===== src/hw/rtl/hrhp_pkg.sv =====
// ============================================================================
// hrhp_pkg - shared types and constants of the HTTP response head parser
// Parse states, status codes, the per-byte state record and the result record.
// ============================================================================
package hrhp_pkg;

  // Width of the running byte offset; it saturates at all ones.
  localparam int OFFSET_BITS = 16;
  localparam int FIELD_W     = 16;
  localparam int CODE_W      = 10;

  localparam int IN_TDATA_W  = 8;
  localparam int IN_TUSER_W  = 1;
  localparam int OUT_TDATA_W = 112;
  localparam int OUT_TUSER_W = 5;

  localparam logic [7:0] CH_H     = 8'h48;
  localparam logic [7:0] CH_T     = 8'h54;
  localparam logic [7:0] CH_P     = 8'h50;
  localparam logic [7:0] CH_SLASH = 8'h2f;
  localparam logic [7:0] CH_DOT   = 8'h2e;
  localparam logic [7:0] CH_COLON = 8'h3a;
  localparam logic [7:0] CH_SPACE = 8'h20;
  localparam logic [7:0] CH_CR    = 8'h0d;
  localparam logic [7:0] CH_LF    = 8'h0a;
  localparam logic [7:0] CH_0     = 8'h30;
  localparam logic [7:0] CH_1     = 8'h31;
  localparam logic [7:0] CH_9     = 8'h39;

  localparam logic [1:0] LAST_DIGIT = 2'd3;
  localparam logic [FIELD_W-1:0] COUNT_MAX = '1;

  typedef enum logic [21:0] {
    PS_START     = 22'h000001,
    PS_H         = 22'h000002,
    PS_HT        = 22'h000004,
    PS_HTT       = 22'h000008,
    PS_HTTP      = 22'h000010,
    PS_MAJ_FIRST = 22'h000020,
    PS_MAJ       = 22'h000040,
    PS_MIN_FIRST = 22'h000080,
    PS_MIN       = 22'h000100,
    PS_DIGITS    = 22'h000200,
    PS_AFTER_CODE = 22'h000400,
    PS_REASON    = 22'h000800,
    PS_LINE_LF   = 22'h001000,
    PS_KEY_FIRST = 22'h002000,
    PS_KEY       = 22'h004000,
    PS_VAL_FIRST = 22'h008000,
    PS_VAL       = 22'h010000,
    PS_VAL_LF    = 22'h020000,
    PS_NEXT_LINE = 22'h040000,
    PS_END_LF    = 22'h080000,
    PS_BODY      = 22'h100000,
    PS_FAIL      = 22'h200000
  } parse_state_t;

  typedef enum logic [1:0] {
    ST_MORE = 2'd0,
    ST_ERR  = 2'd1,
    ST_DONE = 2'd2,
    ST_BODY = 2'd3
  } parse_status_t;

  typedef struct packed {
    parse_state_t           parse_state;
    logic [OFFSET_BITS-1:0] byte_offset;
    logic [CODE_W-1:0]      code_accumulator;
    logic [1:0]             digit_count;
    logic [FIELD_W-1:0]     field_start;
    logic [FIELD_W-1:0]     field_count;
  } parse_ctx_t;

  localparam parse_ctx_t CTX_RESET = '{
    parse_state:      PS_START,
    byte_offset:      '0,
    code_accumulator: '0,
    digit_count:      '0,
    field_start:      '0,
    field_count:      '0
  };

  typedef struct packed {
    logic [7:0] data_byte;
    logic       new_response;
  } in_item_t;

  typedef struct packed {
    parse_status_t      parse_status;
    logic               code_valid;
    logic [CODE_W-1:0]  status_code;
    logic [FIELD_W-1:0] code_offset;
    logic               key_done;
    logic [FIELD_W-1:0] key_offset;
    logic [FIELD_W-1:0] key_length;
    logic               value_done;
    logic [FIELD_W-1:0] value_offset;
    logic [FIELD_W-1:0] value_length;
    logic [FIELD_W-1:0] head_end_offset;
  } result_t;

  // Low result-field bits of an offset, for any offset width.
  function automatic logic [FIELD_W-1:0] to_field(input logic [OFFSET_BITS-1:0] v);
    logic [OFFSET_BITS+FIELD_W-1:0] w;
    w = {{FIELD_W{1'b0}}, v};
    return w[FIELD_W-1:0];
  endfunction

endpackage


===== src/hw/rtl/http_response_head_parser_core.sv =====
// ============================================================================
// http_response_head_parser_core - HTTP response head parser, top level
// Status line check, status code, header key/value delimiting, one byte per
// transfer.
// ============================================================================
//
//  channel  dir  tdata                         tuser
//  -------  ---  ----------------------------  -------------------------------
//  s_*      in   data_byte                     new_response
//  m_*      out  code, offsets and lengths     status, code/key/value strobes
//
//  One byte per cycle while m_* does not stall; a byte reaches m_* through the
//  input register, then the result register behind the step.
//  The loop that sets the rate is the parse context register fed back through
//  the combinational step logic.
//  rst (synchronous, active high) empties both registers and puts the parser
//  in its start state, as does new_response on the byte that carries it.
//  A stall on m_* holds the result; the input register still takes one more
//  byte, after which s_tready drops until the result is taken.
//
module http_response_head_parser_core (
  input  logic                                clk,
  input  logic                                rst,
  input  logic                                s_tvalid,
  output logic                                s_tready,
  // [7:0] data_byte
  input  logic [hrhp_pkg::IN_TDATA_W-1:0]     s_tdata,
  // [0] new_response
  input  logic [hrhp_pkg::IN_TUSER_W-1:0]     s_tuser,
  output logic                                m_tvalid,
  input  logic                                m_tready,
  // [9:0] status_code, [25:10] code_offset, [41:26] key_offset,
  // [57:42] key_length, [73:58] value_offset, [89:74] value_length,
  // [105:90] head_end_offset, [111:106] zero
  output logic [hrhp_pkg::OUT_TDATA_W-1:0]    m_tdata,
  // [1:0] parse_status, [2] code_valid, [3] key_done, [4] value_done
  output logic [hrhp_pkg::OUT_TUSER_W-1:0]    m_tuser
);
  import hrhp_pkg::*;

  logic       item_valid;
  in_item_t   item;
  logic       advance;
  parse_ctx_t ctx;
  parse_ctx_t ctx_next;
  result_t    res_next;
  result_t    res;

  // step fires when a byte is held and the result register is free
  assign advance = item_valid && (!m_tvalid || m_tready);

  hrhp_in_reg u_in_reg (
    .clk        (clk),
    .rst        (rst),
    .s_tvalid   (s_tvalid),
    .s_tready   (s_tready),
    .s_tdata    (s_tdata),
    .s_tuser    (s_tuser),
    .take       (advance),
    .item_valid (item_valid),
    .item       (item)
  );

  hrhp_step u_step (
    .ctx      (ctx),
    .item     (item),
    .ctx_next (ctx_next),
    .res      (res_next)
  );

  // parse context: updated once per byte that goes through the step
  always_ff @(posedge clk) begin
    if (rst) begin
      ctx <= CTX_RESET;
    end else if (advance) begin
      ctx <= ctx_next;
    end
  end

  // result register
  always_ff @(posedge clk) begin
    if (rst) begin
      m_tvalid <= 1'b0;
    end else if (advance) begin
      m_tvalid <= 1'b1;
    end else if (m_tready) begin
      m_tvalid <= 1'b0;
    end
  end

  always_ff @(posedge clk) begin
    if (advance) begin
      res <= res_next;
    end
  end

  assign m_tdata = {6'b0, res.head_end_offset, res.value_length, res.value_offset,
                    res.key_length, res.key_offset, res.code_offset, res.status_code};
  assign m_tuser = {res.value_done, res.key_done, res.code_valid, res.parse_status};

endmodule


===== src/hw/rtl/hrhp_in_reg.sv =====
// ============================================================================
// hrhp_in_reg - input register stage
// Holds one incoming byte until the parser step takes it.
// ============================================================================
module hrhp_in_reg (
  input  logic                               clk,
  input  logic                               rst,
  input  logic                               s_tvalid,
  output logic                               s_tready,
  input  logic [hrhp_pkg::IN_TDATA_W-1:0]    s_tdata,   // [7:0] data_byte
  input  logic [hrhp_pkg::IN_TUSER_W-1:0]    s_tuser,   // [0] new_response
  input  logic                               take,
  output logic                               item_valid,
  output hrhp_pkg::in_item_t                 item
);
  import hrhp_pkg::*;

  assign s_tready = !item_valid || take;

  always_ff @(posedge clk) begin
    if (rst) begin
      item_valid <= 1'b0;
    end else if (s_tready) begin
      item_valid <= s_tvalid;
    end
  end

  always_ff @(posedge clk) begin
    if (s_tvalid && s_tready) begin
      item.data_byte    <= s_tdata[7:0];
      item.new_response <= s_tuser[0];
    end
  end

endmodule


===== src/hw/rtl/hrhp_step.sv =====
// ============================================================================
// hrhp_step - per-byte transition of the head parser
// Next parse context and the result record for one byte.
// ============================================================================
module hrhp_step (
  input  hrhp_pkg::parse_ctx_t ctx,
  input  hrhp_pkg::in_item_t   item,
  output hrhp_pkg::parse_ctx_t ctx_next,
  output hrhp_pkg::result_t    res
);
  import hrhp_pkg::*;

  parse_ctx_t             cur;
  logic [7:0]             c;
  logic [OFFSET_BITS-1:0] at;
  logic                   fail;
  logic                   is_dig;
  logic [CODE_W+3:0]      acc_wide;

  always_comb begin
    cur      = item.new_response ? CTX_RESET : ctx;
    c        = item.data_byte;
    at       = cur.byte_offset;
    is_dig   = c inside {[CH_0:CH_9]};
    acc_wide = {1'b0, cur.code_accumulator, 3'b000} + {3'b000, cur.code_accumulator, 1'b0}
             + {{(CODE_W){1'b0}}, c[3:0]};
    ctx_next = cur;
    res      = '0;
    fail     = 1'b0;

    case (cur.parse_state)
      PS_START: begin
        if (c == CH_H) ctx_next.parse_state = PS_H; else fail = 1'b1;
      end
      PS_H: begin
        if (c == CH_T) ctx_next.parse_state = PS_HT; else fail = 1'b1;
      end
      PS_HT: begin
        if (c == CH_T) ctx_next.parse_state = PS_HTT; else fail = 1'b1;
      end
      PS_HTT: begin
        if (c == CH_P) ctx_next.parse_state = PS_HTTP; else fail = 1'b1;
      end
      PS_HTTP: begin
        if (c == CH_SLASH) ctx_next.parse_state = PS_MAJ_FIRST; else fail = 1'b1;
      end
      PS_MAJ_FIRST: begin
        if (c inside {[CH_1:CH_9]}) ctx_next.parse_state = PS_MAJ; else fail = 1'b1;
      end
      PS_MAJ: begin
        if (c == CH_DOT) ctx_next.parse_state = PS_MIN_FIRST;
        else if (!is_dig) fail = 1'b1;
      end
      PS_MIN_FIRST: begin
        if (is_dig) ctx_next.parse_state = PS_MIN; else fail = 1'b1;
      end
      PS_MIN: begin
        if (c == CH_SPACE) ctx_next.parse_state = PS_DIGITS;
        else if (!is_dig) fail = 1'b1;
      end
      PS_DIGITS: begin
        if (c == CH_SPACE) begin
          // spaces before or between the digits are skipped
        end else if (!is_dig) begin
          fail = 1'b1;
        end else begin
          ctx_next.code_accumulator = acc_wide[CODE_W-1:0];
          ctx_next.digit_count      = cur.digit_count + 2'd1;
          if (ctx_next.digit_count == LAST_DIGIT) begin
            ctx_next.parse_state = PS_AFTER_CODE;
            res.code_valid       = 1'b1;
            res.code_offset      = (at >= OFFSET_BITS'(2)) ? to_field(at - OFFSET_BITS'(2))
                                                           : '0;
          end
        end
      end
      PS_AFTER_CODE: begin
        if (c == CH_SPACE || c == CH_DOT) begin
          ctx_next.parse_state = PS_REASON;
        end else if (c == CH_CR) begin
          ctx_next.parse_state = PS_LINE_LF;
        end else if (c == CH_LF) begin
          ctx_next.parse_state = PS_BODY;
          res.parse_status     = ST_DONE;
          res.head_end_offset  = to_field(at);
        end else begin
          fail = 1'b1;
        end
      end
      PS_REASON: begin
        if (c == CH_CR) begin
          ctx_next.parse_state = PS_LINE_LF;
        end else if (c == CH_LF) begin
          ctx_next.parse_state = PS_BODY;
          res.parse_status     = ST_DONE;
          res.head_end_offset  = to_field(at);
        end
      end
      PS_LINE_LF: begin
        if (c == CH_LF) ctx_next.parse_state = PS_KEY_FIRST; else fail = 1'b1;
      end
      PS_KEY_FIRST, PS_NEXT_LINE: begin
        if (c == CH_CR) begin
          ctx_next.parse_state = PS_END_LF;
        end else begin
          ctx_next.field_start = to_field(at);
          ctx_next.field_count = FIELD_W'(1);
          ctx_next.parse_state = PS_KEY;
        end
      end
      PS_KEY: begin
        if (c == CH_COLON) begin
          res.key_done         = 1'b1;
          res.key_offset       = cur.field_start;
          res.key_length       = cur.field_count;
          ctx_next.parse_state = PS_VAL_FIRST;
        end else if (cur.field_count != COUNT_MAX) begin
          ctx_next.field_count = cur.field_count + FIELD_W'(1);
        end
      end
      PS_VAL_FIRST: begin
        if (c == CH_SPACE) begin
          // leading spaces of a value are skipped
        end else if (c == CH_CR || c == CH_LF) begin
          fail = 1'b1;
        end else begin
          ctx_next.field_start = to_field(at);
          ctx_next.field_count = FIELD_W'(1);
          ctx_next.parse_state = PS_VAL;
        end
      end
      PS_VAL: begin
        if (c == CH_CR) begin
          res.value_done       = 1'b1;
          res.value_offset     = cur.field_start;
          res.value_length     = cur.field_count;
          ctx_next.parse_state = PS_VAL_LF;
        end else if (cur.field_count != COUNT_MAX) begin
          ctx_next.field_count = cur.field_count + FIELD_W'(1);
        end
      end
      PS_VAL_LF: begin
        if (c == CH_LF) ctx_next.parse_state = PS_NEXT_LINE; else fail = 1'b1;
      end
      PS_END_LF: begin
        if (c == CH_LF) begin
          ctx_next.parse_state = PS_BODY;
          res.parse_status     = ST_DONE;
          res.head_end_offset  = (at >= OFFSET_BITS'(1)) ? to_field(at - OFFSET_BITS'(1))
                                                         : '0;
        end else begin
          fail = 1'b1;
        end
      end
      PS_BODY: begin
        res.parse_status = ST_BODY;
      end
      default: begin
        fail = 1'b1;
      end
    endcase

    if (fail) begin
      ctx_next.parse_state = PS_FAIL;
      res                  = '0;
      res.parse_status     = ST_ERR;
    end

    // code is reported on every byte, errors included
    res.status_code = ctx_next.code_accumulator;

    if (cur.byte_offset != '1) ctx_next.byte_offset = cur.byte_offset + OFFSET_BITS'(1);
  end

endmodule


===== config.mk =====
export PLATFORM = sky130hd
export DESIGN_NAME = http_response_head_parser_core
export DESIGN_NICKNAME = d
export VERILOG_FILES = /design/src/hw/rtl/hrhp_pkg.sv /design/src/hw/rtl/http_response_head_parser_core.sv /design/src/hw/rtl/hrhp_in_reg.sv /design/src/hw/rtl/hrhp_step.sv
export SDC_FILE = /design/constraint.sdc
export NUM_CORES = 1
export LEC_CHECK = 0
export BUFFER_PORTS_ARGS = -buffer_cell sky130_fd_sc_hd__buf_2
export CAP_MARGIN = 5
export CORE_MARGIN = 3
export CORE_UTILIZATION = 35
export CTS_CLUSTER_DIAMETER = 50
export DETAILED_ROUTE_END_ITERATION = 10
export GPL_TIMING_DRIVEN = 1
export PLACE_DENSITY = 0.62
export RECOVER_POWER = 50
export SLEW_MARGIN = 25
export SYNTH_ARGS = -nofsm -noshare
export SYNTH_HDL_FRONTEND = slang
export SYNTH_SLANG_ARGS = --single-unit

===== constraint.sdc =====
create_clock -name clk -period 6.65 [get_ports clk]
set_input_delay 1.33 -clock clk [delete_from_list [all_inputs] [get_ports clk]]
set_output_delay 1.33 -clock clk [all_outputs]
set_load 0.005 [all_outputs]

Yosys cells after proc, flatten, opt, wreduce, memory -nomap -nowiden
Cells that the tools add are included.
- flip-flop bits (word level): 204
- input bits: 13
- output and inout port bits: 119
- word-level logic and storage cells: 162
- add/subtract/negate cells: 7
- magnitude comparators: 5
- equality and inequality tests: 33
- mux-type cells: 66
- bitwise logic cells: 8
- reductions and logical operators: 22
- operators by type and width (operator ; count):
    two-way mux 22 bit ; 22
    case mux 22 bit (19 select lines) ; 1
    two-way mux 16 bit ; 9
    two-way mux 32 bit ; 3
    two-way mux 82 bit ; 1
    two-way mux 33 bit ; 2
    case mux 16 bit (4 select lines) ; 1
    case mux 16 bit (3 select lines) ; 1
    two-way mux 12 bit ; 3
    adder 16 x 1 -> 16 bit (second input constant) ; 2
    == test 8 x 6 -> 1 bit (second input constant) ; 4
    != test 16 bit (second input constant) ; 2
    case mux 16 bit (2 select lines) ; 1
    == test 8 x 7 -> 1 bit (second input constant) ; 3
    == test 22 x 1 -> 1 bit (second input constant) ; 1
    == test 22 x 10 -> 1 bit (second input constant) ; 1
    == test 22 x 11 -> 1 bit (second input constant) ; 1
    == test 22 x 12 -> 1 bit (second input constant) ; 1
    == test 22 x 13 -> 1 bit (second input constant) ; 1
    == test 22 x 14 -> 1 bit (second input constant) ; 1
    == test 22 x 15 -> 1 bit (second input constant) ; 1
    == test 22 x 16 -> 1 bit (second input constant) ; 1
    == test 22 x 17 -> 1 bit (second input constant) ; 1
    == test 22 x 18 -> 1 bit (second input constant) ; 1
    other kinds (36) ; 76

Depth between registers and ports, before layout
- depth after elaboration: 8
- gate-level depth with buffers: 18
- depth with buffers taken out: 13

By module
From an unflattened synthesis, not the netlist that was laid out.
- cell total of the unflattened synthesis: 1300
- area, all modules: 12350.6 µm²
- by module, submodules not included (module ; times used ; cells each ; area each (µm²) ; seq. area each (µm²)):
    http_response_head_parser_core ; 1 ; 478 ; 7154.4 ; 4994.8
    hrhp_step ; 1 ; 808 ; 4870.9 ; 0.0
    hrhp_in_reg ; 1 ; 14 ; 325.3 ; 290.3

Worst setup path after synthesis
OpenSTA, ideal clock, no wires.
- path kind: input -> register
- start: in m_tready
- end: reg res (netlist bit m_tdata[0]) (enable)
- library setup time: 519 ps
- arrival time: 5471 ps
- data required time: 6131 ps
- path slack: 660 ps
- stages: 6
- buffers on the path: 3
- path through: nor2b_1 nand2b_1 inv_1 clkbuf_1 buf_1 buf_1
- word-level cells in the longest chain between the ends: 2
- ends and longest elaborated chain (what ; line ; text):
    start, declared ; http_response_head_parser_core.sv:31 ; input logic m_tready,
    logical OR 1 bit ; http_response_head_parser_core.sv:50 ; assign advance = item_valid && (!m_tvalid || m_tready);
    logical AND 1 bit ; http_response_head_parser_core.sv:50 ;
    via advance ; http_response_head_parser_core.sv:43 ; logic advance;
    end signal, assigned ; http_response_head_parser_core.sv:93 ; res <= res_next;
    end, declared ; http_response_head_parser_core.sv:47 ; result_t res;
The timed path passes the listed nets, and every way through them passes these cells.
A chain may end at the register's enable or synchronous reset.

==> results <==
- In this run the worst setup path terminates at ctx[80].
- The number of standard cells after synthesis is 1,197.
- During I/O placement, the number of pins put on the boundary was 132.
- Once the clock tree was built, the resizer swapped 0 gates to a different size.
- STA classifies the critical path startpoint as an input pin.
- In this run the vertical extent of the chip is 183 um.
- The largest individual stage delay along the critical path comes from the cell sky130_fd_sc_hd__clkbuf_1.
- IR analysis of the VDD net gives a maximum drop of 0.251 mV.
- The worst register-to-register path ends at ctx[11].
- The met1 track demand over resource is 24.6%.
- Data on the critical path arrives at its endpoint at 5620 ps.
- Counting cells, the worst reg-to-reg path comes to 11.
- The area of the mapped netlist is 0.0109 sq mm.
- For this design the ratio of total power to cell area is 232 mW/mm^2.
- The CTS H-tree depth is 1.
- Setup total negative slack on the finished layout was measured at 0 ps.
- The starting utilization of the core area is 35.6%.
- The highest achievable clock rate is 0.192 GHz.
- Post-CTS timing repair inserted 0 buffers for setup.
- The endpoint type of the worst setup path is a register.
- The number of hold buffers added after cts is 0.
- Counting the fill cells in the layout gives between 3,000 and 4,000.
- For the pin with the worst max-slew slack, the measured transition is 3760 ps.
- The HPWL after detailed placement is 21,700 um.
- Relative to the synthesized area, the layout overhead comes to 15.8%.
- The leading cell type by number of instances after synthesis is sky130_fd_sc_hd__nand2_1.
- Setup repair after global routing left no endpoint under its margin.
- The die is 183 um wide.
- The iteration-0 DRC count of the detailed router is 807.
- The proportion of synthesized chip area in sequential cells is 48.4%.
- The diode insertion count for antenna repair is 0.
- Headroom to the max-slew limit came out at -151%.
- At the end of routability-driven placement, the weighted congestion stood at 0.947.
- The maximum single-stage delay on the critical path is 2630 ps.
- The cell chosen for the clock root is sky130_fd_sc_hd__clkbuf_16.
- The total routing resource utilization after global routing is 17.8%.
- The worst register-to-register path has a setup slack of approximately 2100 ps.
- After detailed routing, the total wire length is 30,800 um.
- The final number of hold-violating endpoints is 0.
- The proportion of synthesized flip-flops having asynchronous set or reset is 0%.
- The number of sinks on the clock net is 204.
- The CTS tree is built.
- The first-pass iteration count of the detailed router is 5.
- The worst setup path is of the input pin to register kind.
- The final max-slew violation count was 79.
- The number of vias in the routed layout is around 9,400.
- After routing the design area is about 0.013 sq mm.
- The first global-routing pass estimated 48,600 um of wire.
- The final reports fail on capacitance limit, slew limit.
- The final critical path takes up 78.4% of the cycle.
- The post-route antenna net violation count is 0.
- The path category of the worst min-delay check is register to register.
- In this run the tool buffered the top-level ports with approximately 130 buffer cells.
- The maximum number of pins on one net before global-route repair is approximately 100.
- The final setup violation count is 0.
- The number of warnings reported in the yosys synthesis log is 0.
- The cell depth of the worst min-delay path is 2.
- Hold is met by 449 ps.
- In the routed layout, each cell is associated on average with a via count of 5.52.
- The global routing stage identified its most utilized layer as met2.
- The reported leakage power is ~4.5 nW.
- The minimum clock period is between 5000 and 6000 ps.
- The dominant synthesized flop cell is sky130_fd_sc_hd__edfxtp_1.
- After clock tree synthesis, the clock-pin slew on the worst setup and hold paths is 60 ps.
- The endpoint required time on the critical path is 7050 ps.
- The sum of overflow across all layers after global routing is 0.
- The startpoint identified for the worst register-to-register timing path is u_in_reg.item[0].
- The number of clock buffers added by TritonCTS is 27.
- The region available for standard cell placement spans 0.0307 sq mm.
- Global routing consumed, on the met3 layer, 3.11% of the routing resources.
- The share of final-layout standard cells stronger than drive strength 1 is 12.4%.
- The number of storage elements in the synthesis netlist is 204.
- Walking the worst path, the cells encountered are buf_2, clkbuf_1, nor2_1, a21oi_1, o22ai_1.
- The cell type contributing the most total cell area after synthesis is sky130_fd_sc_hd__edfxtp_1.
- After synthesis, the mean cell area works out to around 9.1 sq um.
- The number of max-cap violations is 1.
- The share of the synthesized area in the top cell type is 33.0%.
- The number of antenna violations at the first check in global routing is 0.
- The critical path starts at rst.
- After the last flow step, the layout net total stands at 1,328.
- Global routing used 28.7% of the available met2 tracks.
- The run finished, with violations left.
- The full die area is around 0.033 sq mm.
- No sink is reached through more buffers than the 3 on the longest clock path.
- The post-place instance area is 0.0118 sq mm.
- The post-route DRC violation count is 0.
- The count of distinct cell types in the synthesized netlist is 82.
- Across the routed clock network, the largest skew measured is 20.7 ps.
- The insertion delay of the later-clocked pin in the worst-skew pair is approximately 530 ps.
- The via count of the first global-routing pass is 8,838.
- In this run the worst path has a maximum fanout of 78.
- By count the netlist is led by 153 x sky130_fd_sc_hd__nand2_1, 143 x sky130_fd_sc_hd__nor2_1, 120 x sky130_fd_sc_hd__edfxtp_1.
- Yosys mapped a number of flops with a built-in enable equal to 120.
- After detailed routing, the average wire length per cell comes to 18.0 um.
- By area the synthesized netlist is led by sky130_fd_sc_hd__edfxtp_1 33%, sky130_fd_sc_hd__dfxtp_1 15%, sky130_fd_sc_hd__nand2_1 5.3%.
- The initialized floorplan defines between 60 and 70 standard-cell rows.
## per-layer routing
layer / vias up / part of all wire (%)
li1: 4545 / -
met1: 4463 / 44
met2: 347 / 46
met3: 60 / 7.6
met4: 0 / 2.4
met5: - / 0
## registers in the layout, summed over array words and instances, names as in the netlist
register and cells:
m_tvalid 1, m_tdata 106, u_in_reg.item_valid 1, ctx 82
m_tuser 5, u_in_reg.item 9
## cell type report
type | count | area (sq um) | share of cell area, %
clock buffer | 30 | 687 | 5.43
clock inverter | 20 | 185 | 1.46
inverter | 24 | 95.1 | 0.752
multi-input combinational | 895 | 5240 | 41.4
sequential | 204 | 5290 | 41.8
tap | 396 | 495 | 3.92
timing repair buffer | 138 | 656 | 5.19
## critical path: cells and delay by family
family | cells | cell delay, ps
simple gates | 1 | 1020
compound gates | 2 | 540
buf+inv | 2 | 2700
## through the flow
step / power (mW) / std cells / setup slack [ps] / utilization [%]
6_report: 2.93 / 1707 / 1440 / 41.2
3_5_place_dp: 1.57 / 1657 / 2580 / 38.6
2_1_floorplan: 1.51 / 1202 / 660 / -
5_1_grt: 3.03 / 1707 / 1140 / 41.2
4_1_cts: 2.96 / 1707 / 2540 / 41.4
3_3_place_gp: 1.56 / 1657 / 2630 / 38.6
## where the power goes
part	internal [mW]	leakage (nW)	switching, mW
clock network	0.802	0.421	0.589
logic	0.0458	2.37	0.0986
registers	1.37	1.75	0.0178
total	2.22	4.54	0.705
## cell usage in the layout, fill, tap and decap left out, types with 17 or more instances in the layout
master,count
sky130_fd_sc_hd__nand2_1,153
sky130_fd_sc_hd__nor2_1,143
sky130_fd_sc_hd__edfxtp_1,120
sky130_fd_sc_hd__dfxtp_1,84
sky130_fd_sc_hd__buf_2,77
sky130_fd_sc_hd__a21oi_1,70
sky130_fd_sc_hd__o21ai_0,56
sky130_fd_sc_hd__clkbuf_1,52
sky130_fd_sc_hd__nor3_1,36
sky130_fd_sc_hd__nor2b_1,32
sky130_fd_sc_hd__and3_1,28
sky130_fd_sc_hd__and2_1,27
sky130_fd_sc_hd__clkbuf_16,27
sky130_fd_sc_hd__nand3_1,25
sky130_fd_sc_hd__inv_1,23
sky130_fd_sc_hd__ha_1,23
sky130_fd_sc_hd__or3_1,22
sky130_fd_sc_hd__nor4_1,20
sky130_fd_sc_hd__xnor2_1,19
sky130_fd_sc_hd__nand4_1,17
## logic make-up after synthesis
family                   share of synthesized area, %
AND/OR/NAND/NOR                                  27.3
AO/OA/AOI/OAI                                    14.5
flip-flops                                       48.4
buffers and inverters                            3.84
XOR/XNOR                                         2.49
adder cells (fa/ha/maj)                          3.00
multiplexers                                    0.390
other                                          0.0344
## how the worst min path moves through the flow
stage                       start       to  slack, ps
after detailed placement  ctx[41]  ctx[41]        440
after global routing      ctx[39]  ctx[39]        470
after CTS                 ctx[41]  ctx[41]        450
final                     ctx[39]  ctx[39]        450
after global placement    ctx[34]  ctx[34]        440
after floorplan           ctx[34]  ctx[34]        430
(Power assumes the default switching activity.)
